$ cat src/segment_polygon_collision_defines.svh
// ----------------------------------------------------------------------------
// Segment/polygon collision: assertion macros
// Shared property forms for the block's concurrent checks.
// ----------------------------------------------------------------------------
`ifndef SEGMENT_POLYGON_COLLISION_DEFINES_SVH
`define SEGMENT_POLYGON_COLLISION_DEFINES_SVH

// same-cycle implication, quiet during reset
`define SPC_ASSERT_NOW(lbl, ante, cons, msg) \
  lbl: assert property (@(posedge clk) disable iff (!rst_n) (ante) |-> (cons)) \
    else $error(msg);

// next-cycle implication, quiet during reset
`define SPC_ASSERT_NEXT(lbl, ante, cons, msg) \
  lbl: assert property (@(posedge clk) disable iff (!rst_n) (ante) |=> (cons)) \
    else $error(msg);

`endif

$ cat src/spc_ram.sv
// ----------------------------------------------------------------------------
// Generic single-port-write RAM
// One write port, one read port with registered read data and read enable.
// ----------------------------------------------------------------------------
`timescale 1ns / 1ps
`default_nettype none

module spc_ram #(
  parameter int WIDTH = 8,
  parameter int DEPTH = 256
) (
  input  wire logic                     clk,
  input  wire logic                     we,
  input  wire logic [$clog2(DEPTH)-1:0] waddr,
  input  wire logic [WIDTH-1:0]         wdata,
  input  wire logic                     re,
  input  wire logic [$clog2(DEPTH)-1:0] raddr,
  output logic      [WIDTH-1:0]         rdata
);

  logic [WIDTH-1:0] mem [DEPTH];

  always_ff @(posedge clk) begin
    if (we) begin
      mem[waddr] <= wdata;
    end
    if (re) begin
      rdata <= mem[raddr];
    end
  end

endmodule

`default_nettype wire

$ cat config.mk
export PLATFORM = sky130hd
export DESIGN_NAME = spc_ram
export DESIGN_NICKNAME = d
export VERILOG_FILES = /design/src/segment_polygon_collision_defines.svh /design/src/spc_ram.sv
export SDC_FILE = /design/constraint.sdc
export NUM_CORES = 2
export LEC_CHECK = 0
export ABC_CLOCK_PERIOD_IN_PS = 3000
export BUFFER_PORTS_ARGS = -buffer_cell sky130_fd_sc_hd__buf_4
export CAP_MARGIN = 10
export CORE_ASPECT_RATIO = 1.4
export CORE_MARGIN = 4
export CORE_UTILIZATION = 60
export CTS_CLUSTER_SIZE = 12
export DETAILED_ROUTE_END_ITERATION = 10
export GPL_ROUTABILITY_DRIVEN = 0
export HOLD_SLACK_MARGIN = 0.08
export PLACE_DENSITY_LB_ADDON = 0.2
export SYNTH_ARGS = -nofsm -noshare
export SYNTH_HDL_FRONTEND = slang
export SYNTH_SLANG_ARGS = --single-unit
$ cat constraint.sdc
create_clock -name clk -period 3 [get_ports clk]
set_input_delay 0.6 -clock clk [delete_from_list [all_inputs] [get_ports clk]]
set_output_delay 0.6 -clock clk [all_outputs]
set_load 0.02 [all_outputs]
==> flow_summary.rst <==
.. list-table::
   :header-rows: 1

   * - Metric
     - Value
   * - Run status
     - finished, violations left
   * - Violations in the final reports
     - setup timing
   * - PnR Total Power
     - 56300 uW
   * - TritonCTS clock tree
     - built
   * - Endpoint class of the critical path
     - flip-flop
   * - Peak supply drop
     - 0.000562 V
   * - Stage delay of the slowest cell on the critical path
     - 630 ps
   * - Cell Pwr Density
     - between 600 and 700 nW/um^2
   * - Critical-path cell with the highest stage delay
     - sky130_fd_sc_hd__nor4_2
   * - Floorplan die area
     - 139000 um^2
   * - Avg Cell Area, Syn
     - 21.3 um^2
   * - Number of clock buffers inserted by TritonCTS
     - 192
   * - RSZ-0062 raised after global routing
     - false
   * - CP Max Fanout
     - 16
   * - First-pass GRT wire length
     - 290000 um
   * - Predominant post-synthesis flop cell
     - sky130_fd_sc_hd__edfxtp_1
   * - Met1 Usage GRT
     - 38.3%
   * - Final Core Density
     - a little over two thirds
   * - Final setup vio count
     - 1
   * - Global-route met2 utilization
     - 48.8%
   * - Skew final
     - around 23 ps
   * - Final-stage net count
     - 4430
   * - Number of global-route vias before repair
     - 42300
   * - Root buffer cell
     - sky130_fd_sc_hd__clkbuf_16
   * - Netlist area before placement
     - 79600 um^2
   * - Average via count per standard cell
     - 6.60
   * - Count of state elements after synthesis
     - 2056
   * - Total routed wirelength
     - ~200000 um
   * - Post-synthesis net count
     - 3760
   * - Final Critical Period
     - between 3000 and 4000 ps
   * - Gr busiest metal
     - met2
   * - Final sum of negative setup slack
     - -37.7 ps
   * - Post-synthesis to final-layout area growth
     - 15.7%
   * - Clk pin slew, worst setup/hold paths
     - 60 ps
   * - Detailed router's first-iteration violation count
     - 5485
   * - Worst hold slack
     - 163 ps
   * - Commonest cells after routing, fill and taps aside
     - sky130_fd_sc_hd__edfxtp_1, sky130_fd_sc_hd__buf_4, sky130_fd_sc_hd__mux4_2
   * - Share of cells above drive strength 1
     - 31.3%
   * - Max-cap violation count
     - 0
   * - Count of boundary I/O pins
     - 35
   * - Final WS setup
     - -37.7 ps
   * - Clock sink count
     - 2056
   * - Die span in x
     - 316 um
   * - Sequential cell area fraction in the yosys report
     - between 70 and 80%
   * - Largest net degree at the start of global routing
     - 101
   * - Port bufs
     - 34
   * - Most common cell after layout, fill and taps aside
     - sky130_fd_sc_hd__edfxtp_1
   * - Area share of the largest cell type after synthesis
     - 77.5%
   * - Clock Latency Late Sink
     - 810 ps
   * - Core region area
     - 131000 um^2
   * - Worst path cell trace
     - buf_8 > buf_12 > buf_12 > buf_4 > mux4_2 > o221ai_1 > nor2_1 > nor4_2 > buf_4 > nor4_1
   * - Number of DRC violations after detailed routing
     - 0
   * - Count of hold-fix buffers inserted at cts
     - 0
   * - Global routing met3 resource utilization
     - 5.17%
   * - Number of enable flip-flop cells after synthesis
     - 2056
   * - Sum of overflow across all layers after global routing
     - 0
   * - Clk buf depth
     - 3
   * - Post-CTS setup repair buffer count
     - 0
   * - Worst Max-Slew Pin Slew
     - 1060 ps
   * - Final slew viol count
     - 0
   * - Unique cell type count in the Yosys netlist
     - 54
   * - Antenna Violating Nets Remaining
     - 0
   * - Core Rows
     - 157
   * - Share of the clock period used by the worst path after layout
     - 101%
   * - WL/cell
     - 31.7 um
   * - Die height
     - 439 um
   * - Hold Crit Class
     - in2reg
   * - Cell count after synthesis
     - 3733
   * - Max-slew headroom at the worst pin
     - 28.9%
   * - Via count
     - between 40000 and 50000
   * - Final HPWL from detailed placement
     - 130000 um
   * - Final cell count without fillers
     - 6206
   * - Hold violation total from the final report
     - 0
   * - Placed instance count
     - ~6000
   * - Number of iterations in the first detailed-routing pass
     - 6
   * - CP arrival
     - 3560 ps
   * - Category of the worst setup path launch point
     - input pin
   * - Number of antenna violations at the first check in global routing
     - 8
   * - Total GRT Usage
     - 29.2%
   * - Largest cells by area after synthesis
     - sky130_fd_sc_hd__edfxtp_1, sky130_fd_sc_hd__mux4_2, sky130_fd_sc_hd__mux2i_1
   * - # fillers
     - just under 8000
   * - Level count of the clock H-tree
     - 4
   * - Lkg Pwr
     - 0.0298 uW
   * - Initial core utilization
     - 60.6%
   * - Proportion of register bits with asynchronous set or reset after synthesis
     - 0%
   * - Worst endpoint required time
     - 3530 ps
   * - Post-cts repair resize count
     - 1
   * - Achievable frequency
     - 329 MHz
   * - Largest area contributor in the netlist
     - sky130_fd_sc_hd__edfxtp_1
   * - Synthesis warning total
     - 0
   * - Classification of the worst setup path
     - in2reg
stage by stage:
stage | worst slack [ps] | cell area, um^2
3_5_place_dp | -1160 | 86900
2_1_floorplan | 324 | 79600
4_1_cts | 21.9 | 92100
5_1_grt | 25.7 | 92100
6_report | -37.7 | 92100
3_3_place_gp | -1160 | 86900
final cells by class:
class / count / area [um^2] / share of cell area, %
flip-flops and latches: 2056 / 61700 / 67.0
multi-input cells: 1442 / 16500 / 17.9
repair buffers: 709 / 6490 / 7.05
clock buffers: 223 / 4980 / 5.41
well taps: 1749 / 2190 / 2.38
clock inverters: 19 / 175 / 0.190
diodes: 6 / 15.0 / 0.0163
inverters: 2 / 7.51 / 0.00815
per-layer routing:
layer | part of all wire (%) | up-vias
met5 | 0.012 | -
met2 | 51 | 2170
met1 | 35 | 21400
li1 | - | 16900
met3 | 8.6 | 451
met4 | 4.9 | 4
registers in the layout, indices dropped and copies added (netlist names):
name / flops
rdata: 8
mem: 2048
cells in the mapped netlist (all sizes together) (10+ instances only):
master	count
edfxtp	2056
mux4	456
nor2	282
mux2i	134
a22oi	133
buf	122
clkbuf	111
a21oi	96
o221ai	47
nand3	34
nand2	33
nor2b	31
o22ai	28
nor4	27
nor3	22
a211oi	16
a221oi	14
o21ai	12
nand4	10
o211ai	10
logic make-up after synthesis:
kind of cell,count (synthesis),synth area share [%]
compound gates,385,3.42
flops,2056,77.5
mux,591,14.6
simple gates,466,2.63
buf+inv,235,1.83
worst paths after layout:
check / startpoint / to / slack, ps / depth (start not counted)
worst max-delay path: raddr[0] / rdata[1] / -40 / 10
worst min-delay path: re / rdata[2] / 160 / 1
worst max register to register: mem[140][4] / rdata[4] / 180 / 7
worst min register to register: mem[50][1] / rdata[1] / 1160 / 5
power breakdown:
part / leakage, uW / switching, uW / internal [uW]
combinational: 0.00879 / 1930 / 1350
clock: 0.00252 / 9680 / 11600
sequential: 0.0185 / 37.2 / 31700
critical path: cells and delay by family:
| family | cells | cell delay [ps] |
|---|---|---|
| and+or+nand+nor | 3 | 840 |
| buffers and inverters | 5 | 1120 |
| AOI/OAI and AO/OA | 1 | 400 |
| muxes | 1 | 530 |
Power figures use the tool's default switching activity.
